==> src/sv/rpr_pkg.sv <==
package rpr_pkg;

  localparam int FRAMES_DEF    = 16;
  localparam int PAGE_BITS_DEF = 16;

  localparam int CFG_ADDR_W = 4;
  localparam int CFG_DATA_W = 16;
  localparam int FIU_W      = 5;
  localparam int LFSR_W     = 16;
  localparam int MOD_CNT_W  = $clog2(LFSR_W);
  localparam int SLOT_OUT_W = 4;
  localparam int COUNT_W    = 32;

  localparam logic [CFG_ADDR_W-1:0] CFG_FRAMES_IN_USE = CFG_ADDR_W'(0);
  localparam logic [CFG_ADDR_W-1:0] CFG_RANDOM_SEED   = CFG_ADDR_W'(1);

  localparam logic [FIU_W-1:0]  FIU_RESET  = FIU_W'(16);
  localparam logic [LFSR_W-1:0] SEED_RESET = LFSR_W'(44257);

  typedef struct packed {
    logic in_ready;
    logic load;
    logic scan_step;
    logic hit;
    logic miss;
    logic fill;
    logic evict_begin;
    logic mod_step;
    logic ev_read;
    logic evict;
    logic publish;
  } cmd_t;

  typedef struct packed {
    logic in_valid;
    logic match;
    logic scan_end;
    logic can_fill;
    logic mod_last;
    logic out_free;
  } st_t;

  // x^16+x^14+x^13+x^11+1, Fibonacci, shifting right
  function automatic logic [LFSR_W-1:0] lfsr_next(input logic [LFSR_W-1:0] l);
    logic fb;
    fb = l[0] ^ l[2] ^ l[3] ^ l[5];
    return {fb, l[LFSR_W-1:1]};
  endfunction

endpackage

==> src/sv/rpr_ctrl.sv <==
module rpr_ctrl
  import rpr_pkg::*;
(
  input  logic clk,
  input  logic rst_n,
  input  st_t  st,
  output cmd_t cmd
);

  typedef enum logic [2:0] {
    IDLE,
    SCAN,
    MOD,
    EV_RD,
    EV_WR,
    DONE
  } state_t;

  state_t state_r, state_nxt;

  always_comb begin
    cmd       = '0;
    state_nxt = state_r;
    unique case (state_r)
      IDLE: begin
        cmd.in_ready = 1'b1;
        if (st.in_valid) begin
          cmd.load  = 1'b1;
          state_nxt = SCAN;
        end
      end
      SCAN: begin
        cmd.scan_step = 1'b1;
        if (st.match) begin
          cmd.hit   = 1'b1;
          state_nxt = DONE;
        end else if (st.scan_end) begin
          cmd.miss = 1'b1;
          if (st.can_fill) begin
            cmd.fill  = 1'b1;
            state_nxt = DONE;
          end else begin
            cmd.evict_begin = 1'b1;
            state_nxt       = MOD;
          end
        end
      end
      MOD: begin
        cmd.mod_step = 1'b1;
        if (st.mod_last) state_nxt = EV_RD;
      end
      EV_RD: begin
        cmd.ev_read = 1'b1;
        state_nxt   = EV_WR;
      end
      EV_WR: begin
        cmd.evict = 1'b1;
        state_nxt = DONE;
      end
      DONE: begin
        if (st.out_free) begin
          cmd.publish = 1'b1;
          state_nxt   = IDLE;
        end
      end
      default: state_nxt = IDLE;
    endcase
  end

  always_ff @(posedge clk) begin
    if (!rst_n) begin
      state_r <= IDLE;
    end else begin
      state_r <= state_nxt;
    end
  end

endmodule

==> config.mk <==
export PLATFORM = sky130hd
export DESIGN_NAME = rpr_ctrl
export DESIGN_NICKNAME = d
export VERILOG_FILES = /design/src/sv/rpr_pkg.sv /design/src/sv/rpr_ctrl.sv
export SDC_FILE = /design/constraint.sdc
export NUM_CORES = 1
export LEC_CHECK = 0
export ABC_AREA = 1
export BUFFER_PORTS_ARGS = -buffer_cell sky130_fd_sc_hd__buf_2
export CAP_MARGIN = 20
export CORE_AREA = 2 2 39 41
export DETAILED_ROUTE_END_ITERATION = 6
export DIE_AREA = 0 0 41 43
export PLACE_DENSITY = 0.52
export SLEW_MARGIN = 15
export SYNTH_ARGS = -nofsm -noshare
export SYNTH_HDL_FRONTEND = slang
export SYNTH_SLANG_ARGS = --single-unit
==> constraint.sdc <==
create_clock -name clk -period 1.6 [get_ports clk]
set_input_delay 0.24 -clock clk [delete_from_list [all_inputs] [get_ports clk]]
set_output_delay 0.24 -clock clk [all_outputs]
set_load 0.02 [all_outputs]
# Word level (Yosys, flattened, before mapping)
# Index checks and enable logic that the tools add are counted.
# word_totals
regBits,3
latchBits,0
mem_bits_rw,0
romBits,0
input_bits,8
output_inout_bits,11
word_cells,32
memories,0
# classes
n_addsub,0
n_mul,0
div,0
order_cmp,0
eq_ne,9
shifts,0
mux,20
bitwise,0
reduce_logical,2
# ops
operator,n
2-to-1 mux 3 bit,8
one-hot mux 3 bit (6 select lines),1
2-to-1 mux 1 bit,9
"== test 3 x 2 -> 1 bit, second input constant",2
"== test 3 bit, second input constant",2
"!= test 2 bit, second input constant",3
2-to-1 mux 5 bit,1
AND reduction 4 bit,1
"== test 3 x 1 -> 1 bit, second input constant",1
logical NOT 3 bit,1
"!= test 3 bit, second input constant",1
2-to-1 mux 2 bit,1

# Longest topological paths before layout
# logic_depth
ltp_word,4
ltp_mapped,9
depth_no_buf,9

# Worst setup path before layout
# Ideal clock, no wire load.
# synth_timing
path_kind,register -> output
startpoint,register state_r[0]
endpoint,output cmd[5] (netlist bit)
arrival_ns,1.334
setup_slack_ns,0.026
path_stages_with_launch,5
path_buffers,0
path_cell_list,dfxtp_1 > inv_2 > nor2_2 > nand2_2 > nor4_1
# synth_lines
element,line_no,source
start: declaration,rpr_ctrl.sv:19,"state_t state_r, state_nxt;"
start signal: assignment,rpr_ctrl.sv:74,state_r <= state_nxt;
end: declaration,rpr_ctrl.sv:7,output cmd_t cmd

==> flow_metrics.env <==
export IMPL_cts_buffers=3
export IMPL_core_area_um2=1380
export IMPL_yosys_top_cells_count="inv_1, nor2_1, nand2_1"
export IMPL_netlist_area_um2=337
export IMPL_critical_path_startpoint="state_r[1]"
export IMPL_total_power_uw=824
export IMPL_cts_sinks=3
export IMPL_grt_pass1_wl_um=1160
export IMPL_clockRootBuffer="clkbuf_4"
export IMPL_die_height_um=43
export IMPL_grt_start_max_net_pins=9
export IMPL_gp_congestion=0.776
export IMPL_cp_required_ns=1.36
export IMPL_post_dp_cell_area_um2=447
export IMPL_syn_nets=71
export IMPL_skew_ns=0.000313
export IMPL_synth_cells=63
export IMPL_outcome="completed"
export IMPL_cp_num_buf_inv=1
export IMPL_top_level_ports=19
export IMPL_setup_tns_ns=0
export IMPL_num_vias=411
export IMPL_hp_class="input port to flip-flop"
export IMPL_antenna_found_initial=0
export IMPL_rows=14
export IMPL_area_delta_synth_final_pct=46.5
export IMPL_end_kind="primary output"
export IMPL_finalWirelength_um=830
export IMPL_period_share=0.926
export IMPL_nFillCells=160
export IMPL_yosysSeqAreaShare=0.178
export IMPL_largest_register_ffs=3
export IMPL_top_regs="state_r x3"
export IMPL_drc=0
export IMPL_slowest_stage="dfxtp_1"
export IMPL_start_util=0.243
export IMPL_clock_latency_ns=0.23
export IMPL_maxSlewViolCount=0
export IMPL_yosys_area_top_type_share=0.178
export IMPL_gr_usage_all_layers=0.0982
export IMPL_yosys_area_top_type="dfxtp_1"
export IMPL_cp_top_family="simple AND/OR/NAND/NOR gates"
export IMPL_synthArstFlopShare=0
export IMPL_worst_pin_slew_ns=0.305
export IMPL_postCtsSetupBuffers=0
export IMPL_layout_nets=94
export IMPL_port_buffers=18
export IMPL_total_leakage_power_nw=0.306
export IMPL_antenna_left=0
export IMPL_fmax_mhz=675
export IMPL_cts_htree_levels=1
export IMPL_synth_distinct_cells=15
export IMPL_min_from="rst_n"
export IMPL_diodes=0
export IMPL_slew_headroom=0.796
export IMPL_drt_iter0_drc=5
export IMPL_die_area_um2=1760
export IMPL_rr_startpoint="state_r[1]"
export IMPL_max_cap_viol_count=0
export IMPL_layout_min_cycle_time_ns=1.48
export IMPL_netlist_top_cells_area="dfxtp_1, inv_1, nor2_1"
export IMPL_synth_edf_count=0
export IMPL_crit_fanout=6
export IMPL_viasPerCell=4.07
export IMPL_avgRoutedWirePerCell_um=8.22
export IMPL_clock_tree_buffer_depth=2
export IMPL_final_hold_viol_count=0
export IMPL_critPathArrivalTime_ns=1.24
export IMPL_synth_ff_type="dfxtp_1"
export IMPL_rsz0062_at_grt="false"
export IMPL_top_register="state_r"
export IMPL_place_inst=97
export IMPL_die_x_um=41
export IMPL_grt_pass1_vias=334
export IMPL_fin_cells=101
export IMPL_crit_chain="nor2_4 > nand2_2 > nor4_2 > buf_4"
export IMPL_dp_hpwl_um=646
export IMPL_yosysWarnings=0
export IMPL_fin_area_um2=493
export IMPL_ys_ff_latch=3
export IMPL_gr_total_overflow=0
export IMPL_max_stage_delay_ns=0.38
export IMPL_startpoint_type="flip-flop"
export IMPL_drt_first_pass_iters=2
export IMPL_p_per_area_nw_per_um2=1670
export IMPL_cts_tree="yes"
export IMPL_synth_avg_cell_area_um2=5.34
export IMPL_finalSetupViolCount=0
export IMPL_layout_drive_gt1_share=0.412
export IMPL_irDropWorstVdd_mv=0.868
export IMPL_criticalPathCategory="flip-flop to primary output"
export IMPL_clk_pin_slew_ns=0.04
## area by class of cell
cell class / count / area, µm² / area share
clock buffer: 4 / 26.3 / 0.0533
inverter: 17 / 63.8 / 0.129
multi-input combinational: 43 / 224 / 0.454
sequential: 3 / 61.3 / 0.124
tap: 16 / 20.0 / 0.0406
timing repair buffer: 18 / 97.6 / 0.198
## metrics by stage
stage | hold WS, ns | util | worst slack [ns]
floorplan | 0.360 | - | 0.0258
global placement | 0.494 | 0.323 | 0.281
detailed placement | 0.493 | 0.323 | 0.264
CTS | 0.241 | 0.342 | 0.00347
global route | 0.236 | 0.356 | 0.0109
finish | 0.245 | 0.356 | 0.118
## final timing paths
kind                                    to  slack [ns]  cells after the start
worst max-delay path                cmd[5]        0.12                      4
worst min-delay path            state_r[0]        0.24                      3
worst max register to register  state_r[2]        0.43                      7
worst min register to register  state_r[2]        0.55                      2
## worst register-to-register path, delay by kind of cell, from the launching register on
family / cells / cell delay (ns)
and+or+nand+nor: 7 / 0.58
DFF: 1 / 0.49
## cells in the final DEF (no fill, tap or decap)
cell,instances
o21ai_2,1
clkbuf_4,3
inv_2,3
a21oi_2,1
o21ai_0,1
nor2_1,14
nand4_1,2
nand2_2,2
nor2_2,2
dfxtp_1,2
clkbuf_1,1
dfxtp_2,1
nand2_1,10
buf_2,15
buf_4,3
nor4_2,1
nor3_1,2
nand3_1,4
nand3_2,2
nor2_4,1
inv_1,14
## cells by family (layout without fill, tap and decap cells)
group / Yosys count / after routing / synth area share
compound gates: 3 / 3 / 0.0669
simple gates: 40 / 40 / 0.565
buf+inv: 17 / 39 / 0.190
flops: 3 / 3 / 0.178
## repair_timing
item | 4_1_cts | 5_1_grt
resized for setup | 0 | 6
hold buffers | 0 | 0
setup endpoints to repair | 0 | 3
## power by group
group          leakage [nW]  internal, mW  switching [mW]
clock network        0.0150        0.0934          0.0381
logic                 0.266         0.177           0.371
registers            0.0250         0.106          0.0384
total                 0.306         0.377           0.447
## layer usage
layer  up-vias  global-route usage  wire, µm
met5         -                   0         0
met4         0              0.0800         0
met2        12               0.150       402
met3         0              0.0157        49
met1       165               0.112       379
li1        234                   -         -
Power figures use the tool's default switching activity.
